==> src/rtl/ecnp_pkg.sv <==
`default_nettype none
package ecnp_pkg;

    // width of the node id fields on the ports
    localparam int FIELD_BITS = 24;

    // defaults for the top level parameters
    localparam int MAX_EDGES_DEF = 32;
    localparam int NODE_BITS_DEF = 24;

    // controller to datapath commands
    typedef struct packed {
        logic load;        // edge beat accepted
        logic seed_cap;    // take edge 0 as front and back, write front node
        logic seed_back;   // write back node after the front
        logic scan;        // scan the edge store for the selected end
        logic scan_side;   // 0 front, 1 back
        logic round_next;  // one round finished
        logic emit_start;  // point the read pointer at the path head
        logic out_load;    // load the output register from the path store
        logic emit_next;   // step the read pointer
        logic clear_set;   // drop per-set state after the last node
    } t_ecnp_cmd;

    // datapath to controller status
    typedef struct packed {
        logic scan_hit;
        logic scan_miss;
        logic front_done;
        logic back_done;
        logic rounds_done;
        logic emit_last;
        logic out_taken;
    } t_ecnp_sts;

endpackage
`default_nettype wire

==> src/rtl/ecnp_ctrl.sv <==
`default_nettype none
module ecnp_ctrl (
    input  wire logic                 i_clk,
    input  wire logic                 i_rst_n,
    input  wire logic                 i_in_valid,
    input  wire logic                 i_in_last,
    output logic                      o_in_ready,
    input  wire ecnp_pkg::t_ecnp_sts  i_sts,
    output ecnp_pkg::t_ecnp_cmd       o_cmd
);

    typedef enum logic [3:0] {
        S_IDLE,
        S_SEED_RD,
        S_SEED_CAP,
        S_SEED_BACK,
        S_ROUND,
        S_F_SCAN,
        S_B_SCAN,
        S_EMIT_START,
        S_EMIT_RD,
        S_EMIT_LOAD,
        S_EMIT_WAIT
    } t_state;

    t_state r_state;
    t_state n_state;
    logic   w_scan_end;

    assign o_in_ready = (r_state == S_IDLE);
    assign w_scan_end = i_sts.scan_hit || i_sts.scan_miss;

    always_comb begin
        n_state = r_state;
        o_cmd   = '0;
        case (r_state)
            S_IDLE: begin
                if (i_in_valid) begin
                    o_cmd.load = 1'b1;
                    if (i_in_last) begin
                        n_state = S_SEED_RD;
                    end
                end
            end
            S_SEED_RD: begin
                n_state = S_SEED_CAP;
            end
            S_SEED_CAP: begin
                o_cmd.seed_cap = 1'b1;
                n_state        = S_SEED_BACK;
            end
            S_SEED_BACK: begin
                o_cmd.seed_back = 1'b1;
                n_state         = S_ROUND;
            end
            S_ROUND: begin
                n_state = i_sts.rounds_done ? S_EMIT_START : S_F_SCAN;
            end
            S_F_SCAN: begin
                if (i_sts.front_done) begin
                    n_state = S_B_SCAN;
                end else begin
                    o_cmd.scan = 1'b1;
                    if (w_scan_end) begin
                        n_state = S_B_SCAN;
                    end
                end
            end
            S_B_SCAN: begin
                if (i_sts.back_done) begin
                    o_cmd.round_next = 1'b1;
                    n_state          = S_ROUND;
                end else begin
                    o_cmd.scan      = 1'b1;
                    o_cmd.scan_side = 1'b1;
                    if (w_scan_end) begin
                        o_cmd.round_next = 1'b1;
                        n_state          = S_ROUND;
                    end
                end
            end
            S_EMIT_START: begin
                o_cmd.emit_start = 1'b1;
                n_state          = S_EMIT_RD;
            end
            S_EMIT_RD: begin
                n_state = S_EMIT_LOAD;
            end
            S_EMIT_LOAD: begin
                o_cmd.out_load = 1'b1;
                n_state        = S_EMIT_WAIT;
            end
            S_EMIT_WAIT: begin
                if (i_sts.out_taken) begin
                    if (i_sts.emit_last) begin
                        o_cmd.clear_set = 1'b1;
                        n_state         = S_IDLE;
                    end else begin
                        o_cmd.emit_next = 1'b1;
                        n_state         = S_EMIT_RD;
                    end
                end
            end
            default: begin
                n_state = S_IDLE;
            end
        endcase
    end

    always_ff @(posedge i_clk) begin
        if (!i_rst_n) begin
            r_state <= S_IDLE;
        end else begin
            r_state <= n_state;
        end
    end

endmodule
`default_nettype wire

==> config.mk <==
export PLATFORM = sky130hd
export DESIGN_NAME = ecnp_ctrl
export DESIGN_NICKNAME = d
export VERILOG_FILES = /design/src/rtl/ecnp_pkg.sv /design/src/rtl/ecnp_ctrl.sv
export SDC_FILE = /design/constraint.sdc
export NUM_CORES = 1
export LEC_CHECK = 0
export BUFFER_PORTS_ARGS = -buffer_cell sky130_fd_sc_hd__buf_2
export CAP_MARGIN = 10
export CORE_AREA = 2 2 39 41
export CTS_BUF_LIST = sky130_fd_sc_hd__clkbuf_8
export CTS_CLUSTER_DIAMETER = 200
export DETAILED_ROUTE_END_ITERATION = 8
export DIE_AREA = 0 0 41 43
export GPL_ROUTABILITY_DRIVEN = 0
export PLACE_DENSITY = 0.67
export SYNTH_ARGS = -nofsm -noshare
export SYNTH_HDL_FRONTEND = slang
export SYNTH_SLANG_ARGS = --single-unit
==> constraint.sdc <==
create_clock -name i_clk -period 1.53 [get_ports i_clk]
set_input_delay 0.306 -clock i_clk [delete_from_list [all_inputs] [get_ports i_clk]]
set_output_delay 0.306 -clock i_clk [all_outputs]
set_load 0.005 [all_outputs]
* Word level (Yosys, flattened, before mapping)
Cells that the tools add are included.
Storage, ports and cells: bits in registers 4, latch bits 0, RAM bits 0, memory bits (read-only) 0, bits of input ports 11, output and inout port bits 11, word-level logic and storage cells 45, memories 0
Operators by class: add/subtract/negate cells 0, multiply operators 0, divide/modulo/power cells 0, order comparisons 0, equal/unequal tests 15, shifts and indexed selects 0, muxes and demuxes 26, bitwise gates (word level) 0, reduce and logical (&&, ||, !) cells 3
Operators with widths (count):
- 4-bit case mux with 11 select lines | 1
- 4-bit 2-to-1 mux | 8
- 4-bit by 3-bit == test with 1-bit output, second input constant | 4
- 4-bit == test, second input constant | 3
- 1-bit 2-to-1 mux | 11
- 2-bit 2-to-1 mux | 5
- 4-bit by 2-bit == test with 1-bit output, second input constant | 2
- 2-bit != test, second input constant | 3
- 3-bit != test, second input constant | 2
- 5-bit AND reduction | 1
- 4-bit by 1-bit == test with 1-bit output, second input constant | 1
- 4-bit zero test | 1
- 1-bit case mux with 2 select lines | 1
- 1-bit logical OR | 1

* Longest topological paths before layout
depth in word-level cells 4, depth in mapped cells 5, depth with buffers taken out 4

* Least setup slack after synthesis
No wires, ideal clock.
path kind flip-flop to flip-flop, from reg r_state[3], to reg r_state[0], library setup time 0.072 ns, data arrival time 1.236 ns, required time 1.458 ns, path slack 0.222 ns, cell stages (with the launch flop) 4, path buffers 0, period minus slack after synthesis 1.308 ns, path through dfxtp_1 or4b_1 o21ai_2 mux2i_1
On the way: cells in the longest elaborated chain, start to end 3, elaborated cells between the ends (all ways) 18, those cells by class 15 x eq/ne; 1 x mux; 2 x reduce/logical
RTL lines:
- start, declared | RTL line ecnp_ctrl.sv:26 | t_state r_state;
- start signal, assigned | RTL line ecnp_ctrl.sv:114 | r_state <= n_state;
- 4-bit by 3-bit == test with 1-bit output, or another cell as far along | RTL line ecnp_ctrl.sv:36 | case (r_state)
- 3-bit != test (no source line) / 2-bit != test (equally long branches)
- 5-bit AND reduction (no source line)
Parallel ways exist; a longest one is shown, timed or not. A chain may end at the register's enable or synchronous reset.

==> summary.md <==
| Metric | Value |
|---|---|
| Syn Inst Count | `51` |
| Final Hold Fails | `0` |
| Yosys warning count | `0` |
| Initial core utilization | `0.277` |
| Worst-path clk slew | `0.03 ns` |
| P&R area growth vs syn | `66.7%` |
| Pins over their slew limit | `0` |
| Initial DRC count | `5` |
| Port bufs | `21` |
| Most numerous cell in the Yosys netlist | `nand2_1` |
| Final Power | `859 uW` |
| Primary FF master, synth | `dfxtp_1` |
| Buf/Inv on CP | `2` |
| Yosys reg bits | `4` |
| Worst Reg-to-Reg Cells | `3` |
| Core Rows | `14` |
| Largest register FFs | `4` |
| Share of layout cells above drive strength 1 | `0.577` |
| Layout net count | `91` |
| Largest regs | `r_state x4` |
| Worst Hold End | `r_state[1]` |
| Core outline area | `1380 sq um` |
| Worst Clk Skew | `0.00196 ns` |
| WL final | `1070 um` |
| Crit-path cells | `buf_4 > nand2b_4 > nor3_2 > buf_2` |
| Synth Cell Area | `383 sq um` |
| All-Layer GR Usage | `0.138` |
| Worst Hold Depth | `3` |
| Asr flop ratio synth | `0` |
| Min Tclk post-route | `1.49 ns` |
| Seq/Total Area, Yosys | `0.209` |
| Slew @ Worst Pin | `0.292 ns` |
| Grt ovf | `0` |
| Ports | `22` |
| Worst-path fanout max | `7` |
| Register with the most flip-flops | `r_state` |
| Hold-fix buffer count after cts | `0` |
| Yosys top cell by area | `dfxtp_1` |
| Highest clock rate | `672 MHz` |
| Clock Path Buffers | `2` |
| Syn nets | `62` |
| Flop2flop setup slack | `0.12 ns` |
| Min-delay src | `i_rst_n` |
| Status | `finished, final reports clean` |
| WS Path Type | `reg2out` |
| Max VDD drop | `0.000650 V` |
| Critical path capture point type | `output pin` |
| Initial antenna violation count | `0` |
| Vias in the first global route | `402` |
| Largest net degree at the start of global routing | `12` |
| Crit path max-delay family | `flip-flops` |
| H-Tree Depth | `1` |
| DR vias | `475` |
| Residual DRC | `0` |
| Worst r2r dst | `r_state[0]` |
| R2R Path Start | `r_state[3]` |
| Synth area leaders | `dfxtp_1, mux2i_1, nor3b_1` |
| Clk Latency, worst-skew pair | `0.21 ns` |
| 1st-pass router iterations | `3` |
| CTS tree | `built` |
| Setup TNS | `0 ns` |
| Die Y | `43 um` |
| Share of the synthesized area in the top cell type | `0.209` |
| PwrDens | `1350 nW/um^2` |
| Period utilization | `0.973` |
| Root Buffer | `clkbuf_8` |
| Die area | `1760 sq um` |
| Via density | `5.05` |
| Average wire per standard cell | `11.4 um` |
| Clock net sink count | `4` |
| Post-DRT Antenna Nets | `0` |
| Syn_area_per_cell | `7.51 sq um` |
| Worst path required time | `1.22 ns` |
| DP HPWL | `768 um` |
| # diodes | `0` |
| Static leakage | `0.289 nW` |
| Number of synthesized flops with an enable pin | `0` |
| Setup repair after global routing missed its margin | `yes` |
| Final setup viols | `0` |
| CP arrival | `1.18 ns` |
| Kind of start point of the critical path | `flip-flop` |
| Die Width | `41 um` |
| Maxcap violations | `0` |
| Slowest cell on crit path | `dfxtp_4` |
| Num CTS Buffers | `3` |
| Slew HR | `0.804` |
| Commonest cells post-synth | `nand2_1, buf_2, dfxtp_1, nor3b_1` |
| Library cells used by synthesis | `26` |
| Slowest cell delay on critical path | `0.36 ns` |
| Hold Crit Class | `in2reg` |
| # fillers | `139` |
| First-pass GRT wire length | `1630 um` |
what timing repair did:
| item | 4_1_cts | 5_1_grt |
|---|---|---|
| resized for setup | 7 | 8 |
| setup buffers | 0 | 3 |
| setup endpoints to repair | 8 | 9 |
| pin swaps | 0 | 4 |
worst reg2reg max path, stage by stage, from the launching register on:
cell and delay [ns]:
dfxtp_4 0.35, or4b_1 0.53, o21ai_2 0.25, mux2i_1 0.21
how the worst max path moves through the flow:
stage,start,end,slack [ns],depth (start not counted)
after detailed placement,r_state[1],r_state[0],0.03,4
after CTS,r_state[2],o_cmd[7],0.0005,4
after global placement,i_sts[5],r_state[1],0.08,4
after global routing,r_state[0],o_cmd[9],-0.03,3
after floorplan,r_state[3],r_state[0],0.22,3
final,r_state[2],o_cmd[8],0.04,4
power by group:
| part | internal [mW] | total [mW] | switching (mW) |
|---|---|---|---|
| Combinational | 0.237 | 0.441 | 0.203 |
| Sequential | 0.147 | 0.201 | 0.0540 |
| Clock | 0.167 | 0.218 | 0.0502 |
| Total | 0.551 | 0.859 | 0.308 |
layer usage:
metal / track usage / up-vias / share of wire
li1: - / 238 / -
met1: 0.161 / 215 / 0.39
met2: 0.203 / 20 / 0.51
met3: 0.0524 / 2 / 0.089
met4: 0.0800 / 0 / 0.0065
met5: 0 / - / 0
area by class of cell:
cell class | count | area (sq um) | area share
multi-input cells | 42 | 317 | 0.496
repair buffers | 28 | 161 | 0.253
flip-flops and latches | 4 | 95.1 | 0.149
clock buffers | 3 | 41.3 | 0.0647
well taps | 16 | 20.0 | 0.0314
inverters | 1 | 3.75 | 0.00588
layout by cell type (no fill, tap or decap):
master,Yosys,routed
clkbuf_8,0,3
nor2_1,3,3
nand2_1,7,7
mux2i_1,3,3
nor4_2,1,1
o21ai_1,2,2
and3_1,2,2
dfxtp_4,0,4
xor2_1,1,1
and3b_2,1,1
nor4_1,2,2
o21ai_2,1,1
nor4bb_4,0,1
o21ai_0,2,2
a21oi_1,2,2
and2_1,1,1
nand2b_4,0,1
or4b_1,1,1
a211oi_1,1,1
nor3_2,0,1
buf_2,4,21
a21oi_2,1,1
nor3b_1,4,2
buf_4,0,6
buf_6,0,1
a22oi_1,1,1
and2b_1,1,1
nor3_1,2,1
inv_1,1,1
nor3b_2,1,3
logic make-up after synthesis:
group	share of synthesized area
multiplexers	0.0784
XOR/XNOR	0.0229
AND/OR/NAND/NOR	0.464
flip-flops	0.209
buffers and inverters	0.0621
AO/OA/AOI/OAI	0.163
per-stage QoR:
stage	hold slack [ns]	setup WS, ns	instance area, sq um	std cells	util
floorplan	0.456	0.222	383	51	-
global placement	0.623	0.0783	518	88	0.374
detailed placement	0.631	0.0342	518	88	0.374
CTS	0.400	0.000493	586	91	0.423
global route	0.413	-0.0296	638	94	0.461
finish	0.400	0.0410	638	94	0.461
Power figures use the tool's default switching activity.
