File: config.mk
export PLATFORM = sky130hd
export DESIGN_NAME = ecnp_dpath
export DESIGN_NICKNAME = d
export VERILOG_FILES = /design/src/rtl/ecnp_pkg.sv /design/src/rtl/ecnp_ram.sv /design/src/rtl/ecnp_dpath.sv
export SDC_FILE = /design/constraint.sdc
export NUM_CORES = 2
export LEC_CHECK = 0
export BUFFER_PORTS_ARGS = -buffer_cell sky130_fd_sc_hd__buf_2
export CAP_MARGIN = 20
export CORE_UTILIZATION = 39
export DETAILED_ROUTE_END_ITERATION = 8
export GPL_TIMING_DRIVEN = 1
export PLACE_DENSITY = 0.59
export SLEW_MARGIN = 20
export SYNTH_ARGS = -nofsm -noshare
export SYNTH_HDL_FRONTEND = slang
export SYNTH_SLANG_ARGS = --single-unit
File: constraint.sdc
create_clock -name i_clk -period 6.2 [get_ports i_clk]
set_clock_uncertainty 0.1 [all_clocks]
set_input_delay 1.24 -clock i_clk [delete_from_list [all_inputs] [get_ports i_clk]]
set_output_delay 1.24 -clock i_clk [all_outputs]
set_load 0.01 [all_outputs]
File: src/rtl/ecnp_pkg.sv
`default_nettype none
package ecnp_pkg;

    // width of the node id fields on the ports
    localparam int FIELD_BITS = 24;

    // defaults for the top level parameters
    localparam int MAX_EDGES_DEF = 32;
    localparam int NODE_BITS_DEF = 24;

    // controller to datapath commands
    typedef struct packed {
        logic load;        // edge beat accepted
        logic seed_cap;    // take edge 0 as front and back, write front node
        logic seed_back;   // write back node after the front
        logic scan;        // scan the edge store for the selected end
        logic scan_side;   // 0 front, 1 back
        logic round_next;  // one round finished
        logic emit_start;  // point the read pointer at the path head
        logic out_load;    // load the output register from the path store
        logic emit_next;   // step the read pointer
        logic clear_set;   // drop per-set state after the last node
    } t_ecnp_cmd;

    // datapath to controller status
    typedef struct packed {
        logic scan_hit;
        logic scan_miss;
        logic front_done;
        logic back_done;
        logic rounds_done;
        logic emit_last;
        logic out_taken;
    } t_ecnp_sts;

endpackage
`default_nettype wire

File: src/rtl/ecnp_ram.sv
`default_nettype none
module ecnp_ram #(
    parameter int WIDTH = 8,
    parameter int DEPTH = 32,
    localparam int AW = (DEPTH > 1) ? $clog2(DEPTH) : 1
) (
    input  wire logic             i_clk,
    input  wire logic             i_wr_en,
    input  wire logic [AW-1:0]    i_wr_addr,
    input  wire logic [WIDTH-1:0] i_wr_data,
    input  wire logic [AW-1:0]    i_rd_addr,
    output logic      [WIDTH-1:0] o_rd_data
);

    logic [WIDTH-1:0] r_mem [DEPTH];

    always_ff @(posedge i_clk) begin
        if (i_wr_en) begin
            r_mem[i_wr_addr] <= i_wr_data;
        end
        o_rd_data <= r_mem[i_rd_addr];
    end

endmodule
`default_nettype wire

File: src/rtl/ecnp_dpath.sv
`default_nettype none
module ecnp_dpath #(
    parameter int MAX_EDGES = ecnp_pkg::MAX_EDGES_DEF,
    parameter int NODE_BITS = ecnp_pkg::NODE_BITS_DEF
) (
    input  wire logic                              i_clk,
    input  wire logic                              i_rst_n,
    input  wire ecnp_pkg::t_ecnp_cmd               i_cmd,
    output ecnp_pkg::t_ecnp_sts                    o_sts,
    input  wire logic [ecnp_pkg::FIELD_BITS-1:0]   i_first_node,
    input  wire logic [ecnp_pkg::FIELD_BITS-1:0]   i_second_node,
    output logic                                   o_out_valid,
    input  wire logic                              i_out_ready,
    output logic      [ecnp_pkg::FIELD_BITS-1:0]   o_node_id,
    output logic                                   o_last_node,
    output logic                                   o_overflow
);

    localparam int CW         = $clog2(MAX_EDGES + 1);
    localparam int AW         = (MAX_EDGES > 1) ? $clog2(MAX_EDGES) : 1;
    localparam int PATH_DEPTH = 2 * MAX_EDGES + 1;
    localparam int PAW        = $clog2(PATH_DEPTH);
    localparam int FB         = ecnp_pkg::FIELD_BITS;

    // per-set counters and flags
    logic [CW-1:0]        r_edge_count;
    logic                 r_dropped;
    logic [MAX_EDGES-1:0] r_used;
    logic [CW-1:0]        r_round;
    logic                 r_front_done;
    logic                 r_back_done;

    // path ends and path store pointers
    logic [NODE_BITS-1:0] r_front;
    logic [NODE_BITS-1:0] r_back;
    logic [PAW-1:0]       r_head;
    logic [PAW-1:0]       r_tail;
    logic [PAW-1:0]       r_emit_addr;

    // scan pipeline: issue index, then compare against the ram data in the next cycle
    logic [CW-1:0]        r_scan_idx;
    logic [AW-1:0]        r_cmp_idx;
    logic                 r_cmp_vld;

    logic                 w_edge_we;
    logic [63:0]          w_first_w;
    logic [63:0]          w_second_w;
    logic [2*NODE_BITS-1:0] w_edge_wdata;
    logic [2*NODE_BITS-1:0] w_edge_rdata;
    logic [NODE_BITS-1:0] w_e_start;
    logic [NODE_BITS-1:0] w_e_end;
    logic [NODE_BITS-1:0] w_end_val;
    logic                 w_match_s;
    logic                 w_match_e;
    logic [NODE_BITS-1:0] w_other;
    logic                 w_hit;
    logic                 w_miss;

    logic                 w_path_we;
    logic [PAW-1:0]       w_path_waddr;
    logic [NODE_BITS-1:0] w_path_wdata;
    logic [NODE_BITS-1:0] w_path_rdata;
    logic [63:0]          w_path_rw;

    assign w_first_w    = 64'(i_first_node);
    assign w_second_w   = 64'(i_second_node);
    assign w_edge_wdata = {w_first_w[NODE_BITS-1:0], w_second_w[NODE_BITS-1:0]};
    assign w_edge_we    = i_cmd.load && (r_edge_count < CW'(MAX_EDGES));

    ecnp_ram #(
        .WIDTH (2 * NODE_BITS),
        .DEPTH (MAX_EDGES)
    ) u_edge_ram (
        .i_clk     (i_clk),
        .i_wr_en   (w_edge_we),
        .i_wr_addr (r_edge_count[AW-1:0]),
        .i_wr_data (w_edge_wdata),
        .i_rd_addr (r_scan_idx[AW-1:0]),
        .o_rd_data (w_edge_rdata)
    );

    assign w_e_start = w_edge_rdata[2*NODE_BITS-1:NODE_BITS];
    assign w_e_end   = w_edge_rdata[NODE_BITS-1:0];
    assign w_end_val = i_cmd.scan_side ? r_back : r_front;
    assign w_match_s = (w_e_start == w_end_val);
    assign w_match_e = (w_e_end == w_end_val);
    assign w_other   = w_match_s ? w_e_end : w_e_start;

    // first endpoint wins when both touch the end
    assign w_hit  = i_cmd.scan && r_cmp_vld && !r_used[r_cmp_idx] && (w_match_s || w_match_e);
    assign w_miss = i_cmd.scan && !r_cmp_vld && (r_scan_idx == r_edge_count);

    always_comb begin
        w_path_we    = 1'b0;
        w_path_waddr = r_tail;
        w_path_wdata = r_back;
        if (i_cmd.seed_cap) begin
            w_path_we    = 1'b1;
            w_path_waddr = PAW'(MAX_EDGES);
            w_path_wdata = w_e_start;
        end else if (i_cmd.seed_back) begin
            w_path_we    = 1'b1;
            w_path_waddr = PAW'(MAX_EDGES + 1);
            w_path_wdata = r_back;
        end else if (w_hit) begin
            w_path_we    = 1'b1;
            w_path_wdata = w_other;
            w_path_waddr = i_cmd.scan_side ? (r_tail + PAW'(1)) : (r_head - PAW'(1));
        end
    end

    ecnp_ram #(
        .WIDTH (NODE_BITS),
        .DEPTH (PATH_DEPTH)
    ) u_path_ram (
        .i_clk     (i_clk),
        .i_wr_en   (w_path_we),
        .i_wr_addr (w_path_waddr),
        .i_wr_data (w_path_wdata),
        .i_rd_addr (r_emit_addr),
        .o_rd_data (w_path_rdata)
    );

    assign w_path_rw = 64'(w_path_rdata);

    assign o_sts.scan_hit    = w_hit;
    assign o_sts.scan_miss   = w_miss;
    assign o_sts.front_done  = r_front_done;
    assign o_sts.back_done   = r_back_done;
    assign o_sts.rounds_done = (r_round == r_edge_count) || (r_front_done && r_back_done);
    assign o_sts.emit_last   = (r_emit_addr == r_tail);
    assign o_sts.out_taken   = o_out_valid && i_out_ready;

    // control state
    always_ff @(posedge i_clk) begin
        if (!i_rst_n) begin
            r_edge_count <= '0;
            r_dropped    <= 1'b0;
            r_used       <= '0;
            r_round      <= '0;
            r_front_done <= 1'b0;
            r_back_done  <= 1'b0;
            r_head       <= PAW'(MAX_EDGES);
            r_tail       <= PAW'(MAX_EDGES);
            r_emit_addr  <= '0;
            r_scan_idx   <= '0;
            r_cmp_vld    <= 1'b0;
            o_out_valid  <= 1'b0;
        end else begin
            if (i_cmd.load) begin
                if (w_edge_we) begin
                    r_edge_count <= r_edge_count + CW'(1);
                end else begin
                    r_dropped <= 1'b1;
                end
            end

            if (i_cmd.seed_cap) begin
                r_used[0]    <= 1'b1;
                r_round      <= '0;
                r_front_done <= 1'b0;
                r_back_done  <= 1'b0;
                r_head       <= PAW'(MAX_EDGES);
                r_tail       <= PAW'(MAX_EDGES);
            end
            if (i_cmd.seed_back) begin
                r_tail <= PAW'(MAX_EDGES + 1);
            end

            if (w_hit) begin
                r_used[r_cmp_idx] <= 1'b1;
                if (i_cmd.scan_side) begin
                    r_tail <= r_tail + PAW'(1);
                end else begin
                    r_head <= r_head - PAW'(1);
                end
            end
            if (w_miss) begin
                if (i_cmd.scan_side) begin
                    r_back_done <= 1'b1;
                end else begin
                    r_front_done <= 1'b1;
                end
            end
            if (i_cmd.round_next) begin
                r_round <= r_round + CW'(1);
            end

            // scan issue: restart from edge 0 whenever a scan ends or is idle
            if (!i_cmd.scan || w_hit || w_miss) begin
                r_scan_idx <= '0;
                r_cmp_vld  <= 1'b0;
            end else if (r_scan_idx < r_edge_count) begin
                r_scan_idx <= r_scan_idx + CW'(1);
                r_cmp_vld  <= 1'b1;
            end else begin
                r_cmp_vld <= 1'b0;
            end

            if (i_cmd.emit_start) begin
                r_emit_addr <= r_head;
            end else if (i_cmd.emit_next) begin
                r_emit_addr <= r_emit_addr + PAW'(1);
            end

            if (i_cmd.out_load) begin
                o_out_valid <= 1'b1;
            end else if (o_sts.out_taken) begin
                o_out_valid <= 1'b0;
            end

            if (i_cmd.clear_set) begin
                r_edge_count <= '0;
                r_dropped    <= 1'b0;
                r_used       <= '0;
            end
        end
    end

    // payload registers
    always_ff @(posedge i_clk) begin
        r_cmp_idx <= r_scan_idx[AW-1:0];
        if (i_cmd.seed_cap) begin
            r_front <= w_e_start;
            r_back  <= w_e_end;
        end else if (w_hit) begin
            if (i_cmd.scan_side) begin
                r_back <= w_other;
            end else begin
                r_front <= w_other;
            end
        end
        if (i_cmd.out_load) begin
            o_node_id   <= w_path_rw[FB-1:0];
            o_last_node <= o_sts.emit_last;
            o_overflow  <= r_dropped;
        end
    end

endmodule
`default_nettype wire

======== Word-level counts from Yosys, hierarchy flattened ========
Memories as Yosys holds them, arrays and structs flattened. A register that Yosys moved wholly into a read port is not among the register bits.
Cells that the tools add are included.
word-level totals
  register bits after elaboration ......... 155
  bits of input ports ..................... 61
  output and inout bits ................... 34
  memories kept ........................... 2
  RAM bits ................................ 3096
memory list
  name              words  bits a word  rd ports  clocked after Yosys merged registers in  wr ports  line            RTL
  u_path_ram.r_mem  65     24           1         1                                        1         ecnp_ram.sv:15  logic [WIDTH-1:0] r_mem [DEPTH];
  u_edge_ram.r_mem  32     48           1         1                                        1         ecnp_ram.sv:15
cells by class
  equality and inequality tests ........... 6
  reductions and logical operators ........ 27
  multiplexer cells ....................... 49
  add/sub/neg operators ................... 6
  bitwise gates (word level) .............. 3
  order comparisons ....................... 4
operators with widths
  kind                                                   number
  2-to-1 mux 24 bit                                      11
  2-to-1 mux 7 bit                                       13
  equality test 24 bit                                   2
  bitwise OR 32 bit                                      1
  2-to-1 mux 1 bit                                       21
  adder 6 x 1 -> 6 bit, second input constant            3
  adder 7 x 1 -> 7 bit, second input constant            2
  equality test 6 bit                                    2
  2-to-1 mux 6 bit                                       2
  nonzero test 2 bit                                     5
  logical AND 1 bit                                      9
  AND reduction 2 bit                                    4
  equality test 7 bit                                    1
  subtractor 7 x 1 -> 7 bit, second input constant       1
  < comparator 5 x 6 -> 1 bit, second input constant     1
  < comparator 6 bit                                     1
  < comparator 6 bit, second input constant              1
  binary-select mux 1 bit (select 5 bit)                 1
  demux 1 bit (select 5 bit)                             1
  >= comparator 5 x 1 -> 1 bit, second input constant    1
  logical OR 1 bit                                       4
  OR reduction 2 bit                                     2
  zero test 1 bit                                        3
  inequality test 2 x 1 -> 1 bit, second input constant  1
  NOT 1 bit                                              2

======== Logic depth before layout (Yosys ltp) ========
  word-level depth ........................ 10
  mapped depth ............................ 13
  depth with buffers taken out ............ 10

======== Hierarchy ========
From an unflattened synthesis, not the netlist that was laid out.
unflattened totals
  cell total of the unflattened synthesis .. 7078
  area total of the unflattened synthesis .. 129656.9 um2
by module, submodules not included
  module                  instances  area each (um2)  cells each
  ecnp_ram at u_path_ram  1          60758.3          2952
  ecnp_ram at u_edge_ram  1          60724.5          3364
  ecnp_dpath              1          8174.1           762

======== Least setup slack after synthesis ========
Ideal clock, no wire load.
  path type ............................... input to register
  start point ............................. input port i_cmd[5] in the netlist's numbering
  end point ............................... memory u_path_ram.r_mem[38][0] in the netlist's numbering (enable)
  buffers on the path ..................... 4
  library setup time ...................... 0.466 ns
  data arrival time ....................... 5.455 ns
  setup slack ............................. 0.179 ns
  required time ........................... 5.634 ns
  stages on the path ...................... 11
  cells stage by stage .................... buf_6 > buf_6 > mux2i_2 > xnor2_1 > nor4_1 > nand4_1 > nor3_2 > o21ai_2 > buf_4 > buf_2 > nor4_1
between the ends
  longest elaborated chain between the ends .. 9
  elaborated cells between the ends (all ways) .. 14
  those cells by class .................... eq/ne: 2; mux: 10; reduce/logical: 2
ends and longest elaborated chain
  element                                  line                                RTL
  start, declared                          ecnp_dpath.sv:8                     input wire ecnp_pkg::t_ecnp_cmd i_cmd,
  2-to-1 mux 24 bit                        ecnp_dpath.sv:84                    assign w_end_val = i_cmd.scan_side ? r_back : r_front;
  equality test 24 bit (on tied branches)  ecnp_dpath.sv:85, ecnp_dpath.sv:86
  logical OR 1 bit                         ecnp_dpath.sv:90                    assign w_hit = i_cmd.scan && r_cmp_vld && !r_used[r_cmp_idx] && (w_match_s || w_match_e);
  logical AND 1 bit                        ecnp_dpath.sv:90
  2-to-1 mux 1 bit                         ecnp_dpath.sv:105                   end else if (w_hit) begin
  2-to-1 mux 1 bit                         ecnp_dpath.sv:101                   end else if (i_cmd.seed_back) begin
  2-to-1 mux 1 bit                         ecnp_dpath.sv:97                    if (i_cmd.seed_cap) begin
  2-to-1 mux 1 bit                         ecnp_ram.sv:18                      if (i_wr_en) begin
  2-to-1 mux 1 bit (implied by the code)   ecnp_ram.sv:19                      r_mem[i_wr_addr] <= i_wr_data;
  end, declared                            ecnp_ram.sv:15
Several ways; a longest one is shown, not always the timed one.

==> flow_summary.ini <==
[outcome]
status = finished, violations left
violations = DRC

[worst_hold_path]
hp-class = reg2reg
worstHoldPathCells = 0
holdPathEnd = o_node_id[7]
min_from = u_path_ram.o_rd_data[7]

[power]
p_leak_nw = 43.9
peakVddDrop_uv = 215
p_sw_mw = 9.82
power_per_cell_area_mw_per_mm2 = 319
power_frac_comb_pct = 3.9
internal-power_mw = 36.7
seqPwrFrac_pct = 53.8
power_frac_clock_pct = 42.3
switching_share_pct = 21.1

[clock_network]
cts_tree = yes
clk_latency_ns = 0.91
cts_root_buffer = clkbuf_16
cts_resized = 0
cts_inserted_buffers = 341
htree_levels = 5
clk_pin_slew_ns = 0.06
cts.sinks = 3323
clockBufferDepth = 4
post-cts-setup-buffer-count = 0
hold_buffers = 0

[yosys]
avgSynthCellArea_sq_um = 23.7
yosysTopAreaCell = edfxtp_1
synth_area_sq_mm = 0.127
synthFlopType = edfxtp_1
synthArstFlopShare_pct = 0
synthTopCellsByArea = edfxtp_1, mux4_2, dfxtp_1, mux2_2, clkbuf_1
ys_warn_count = 0
synth_edf_count = 3170
ys_seq_area_share_pct = 77.2
synth-seq-cells = 3323
yosysUniqueCellTypes = 59
synth.top_cell.area_share_pct = 74.8
syn_nets = 5439
syn_inst = 5363

[finish]
drive_above_1_share_pct = 34.2
final_util_pct = 44.9
finalInstanceArea_sq_mm = 0.146
stdcell_count = 10332
syn_to_final_growth_pct = 14.4
final_nets = 5793

[global_routing]
grt_antenna_before_repair = 41
grt-ovfl-total = 0
grt_pass1_wl_um = 455000
grtUsageTotal_pct = 19.3
grt_pass1_vias = 59785
grt_max_degree = 132

[timing]
setup-violations-final = 0
tns_ns = 0
hold_viol = 0
fin_hold_ws_ns = 0.309
max_freq_mhz = 186
relSlewSlack_pct = 23.0
rsz0062_at_grt = false
post-route-min-period_ns = 5.37
worstMarginPinSlew_ns = 1.15
layout_worst_path_cycle_share_pct = 86.6
maxSlewViolCount = 0

[run]
maxCapViolCount = 0

[worst_setup_path]
critPathLaunchType = primary input
reg2reg_to = u_path_ram.r_mem[57][23]
worst-r2r-setup-slack_ns = 1.69
r2r_cells = 11
worstReg2RegStart = r_cmp_idx[0]
cp-end-kind = output pin
crit_fanout = 25
critPathKind = in2out
worstPathArrival_ns = 4.03
required_ns = 4.86

[route]
wl_per_cell_um = 31.0
first_pass_iters = 7
drtIter0Drc = 6002
wl_um = 320000
via_count = 58339
drc_errors = 12
postRouteAntennaNets = 0
routed_via_density = 5.65

[floorplanning]
start_util_pct = 39.2
core_sq_mm = 0.325
die_h_um = 573
dieArea_sq_mm = 0.329
io_pins = 95
die_x_um = 573
placementRows = 209

[placement]
io_buffers = 94
gp_congestion = 0.840
placed_area_sq_mm = 0.135
placed_cells = 9699
dpl.hpwl_um = 178000
-- cells in the final DEF, fill, tap and decap left out, types with 25 or more instances in the layout --
| cell | instances |
|---|---|
| mux2_2 | 123 |
| clkbuf_16 | 350 |
| nor4_2 | 43 |
| xor2_1 | 29 |
| buf_4 | 168 |
| mux2i_1 | 35 |
| nor2_4 | 41 |
| xnor2_1 | 56 |
| a22o_1 | 25 |
| nand2_1 | 33 |
| buf_12 | 48 |
| mux4_2 | 991 |
| clkinv_2 | 57 |
| clkinv_1 | 72 |
| edfxtp_1 | 3170 |
| dfxtp_1 | 142 |
| buf_2 | 94 |
| clkbuf_1 | 81 |
| nor2_1 | 89 |
-- power groups by stage --
stage / Clock (mW) / Combinational (mW) / Sequential [mW]
floorplan: 0 / 0.988 / 25.4
global placement: 0 / 1.80 / 25.5
detailed placement: 0 / 1.84 / 25.5
CTS: 20.0 / 1.84 / 25.0
global route: 20.9 / 1.91 / 25.0
finish: 19.7 / 1.81 / 25.0
-- through the flow --
stage | worst slack (ns) | power (mW)
2_1_floorplan | 0.179 | 26.4
3_3_place_gp | 0.369 | 27.3
3_5_place_dp | 0.331 | 27.3
4_1_cts | 0.883 | 46.8
5_1_grt | 0.697 | 47.7
6_report | 0.833 | 46.5
-- synthesized netlist by cell type, types with 8 or more instances --
cell type / number
a31oi_1: 24
mux2i_1: 35
nor3_1: 14
buf_2: 49
inv_1: 16
edfxtp_1: 3170
o21ai_0: 8
dfxtp_1: 153
mux2_2: 123
buf_1: 45
nor4_1: 56
clkbuf_1: 190
xor2_1: 29
ha_1: 15
and3_1: 11
a21o_1: 27
mux4_2: 991
xnor2_1: 56
nand2_1: 34
a22o_1: 25
nor2_1: 132
a21oi_1: 24
nand3_1: 20
buf_4: 9
nand4_1: 13
a41oi_1: 9
-- worst max-delay path, stage by stage --
cell,delay [ns]
buf_2,0.60
mux2i_1,0.38
xnor2_1,0.10
nor4_1,0.36
nand4_1,0.23
nor2_2,0.42
o21ai_4,0.16
inv_2,0.09
buf_4,0.24
buf_2,0.18
-- routing by layer --
metal,share of wire (%),track usage [%]
met2,51,32.6
met1,41,26.1
met4,2.5,5.24
met3,5.9,3.07
met5,0.064,0
-- area by class of cell --
class | instances | area (sq um)
clock buffer | 444 | 9240
antenna | 12 | 30.0
sequential | 3323 | 98300
tap | 4325 | 5410
fill | 26706 | 179000
clock inverter | 177 | 1460
timing repair buffer | 310 | 2690
inverter | 18 | 70.1
multi-input combinational | 1723 | 28400
-- sequential cells by signal (all words and copies together) (netlist names) --
| register | flops |
|---|---|
| o_last_node | 1 |
| r_head | 7 |
| r_scan_idx | 6 |
| u_edge_ram.o_rd_data | 48 |
| r_dropped | 1 |
| r_front | 24 |
| r_front_done | 1 |
| u_edge_ram.r_mem | 1536 |
| o_overflow | 1 |
| r_cmp_vld | 1 |
| r_round | 6 |
| u_path_ram.r_mem | 1560 |
| r_emit_addr | 7 |
| o_out_valid | 1 |
| o_node_id | 24 |
| r_used | 32 |
| r_cmp_idx | 5 |
| r_tail | 7 |
| u_path_ram.o_rd_data | 24 |
| r_edge_count | 6 |
| r_back_done | 1 |
| r_back | 24 |
-- worst max-delay path by stage --
stage / start / endpoint / slack [ns] / cells past startpoint
2_1_floorplan: i_cmd[5] / u_path_ram.r_mem[38][0] / 0.18 / 11
3_3_place_gp: i_cmd[5] / u_path_ram.r_mem[63][10] / 0.37 / 11
3_5_place_dp: i_cmd[5] / u_path_ram.r_mem[63][10] / 0.33 / 11
4_1_cts: i_cmd[5] / o_sts[6] / 0.88 / 10
5_1_grt: i_cmd[5] / o_sts[6] / 0.70 / 10
6_report: i_cmd[5] / o_sts[6] / 0.83 / 10
-- kinds of logic (layout without fill, tap and decap cells) --
family / after synthesis / in the layout / synth area share [%]
simple gates: 323 / 323 / 1.26
other cells: 0 / 12 / 0
xor+xnor: 85 / 85 / 0.585
mux: 1154 / 1154 / 18.9
compound gates: 146 / 146 / 0.846
flops: 3323 / 3323 / 77.2
buf+inv: 317 / 949 / 1.04
fa+ha+maj: 15 / 15 / 0.147
Note: power is estimated with default switching activity, not from simulation.
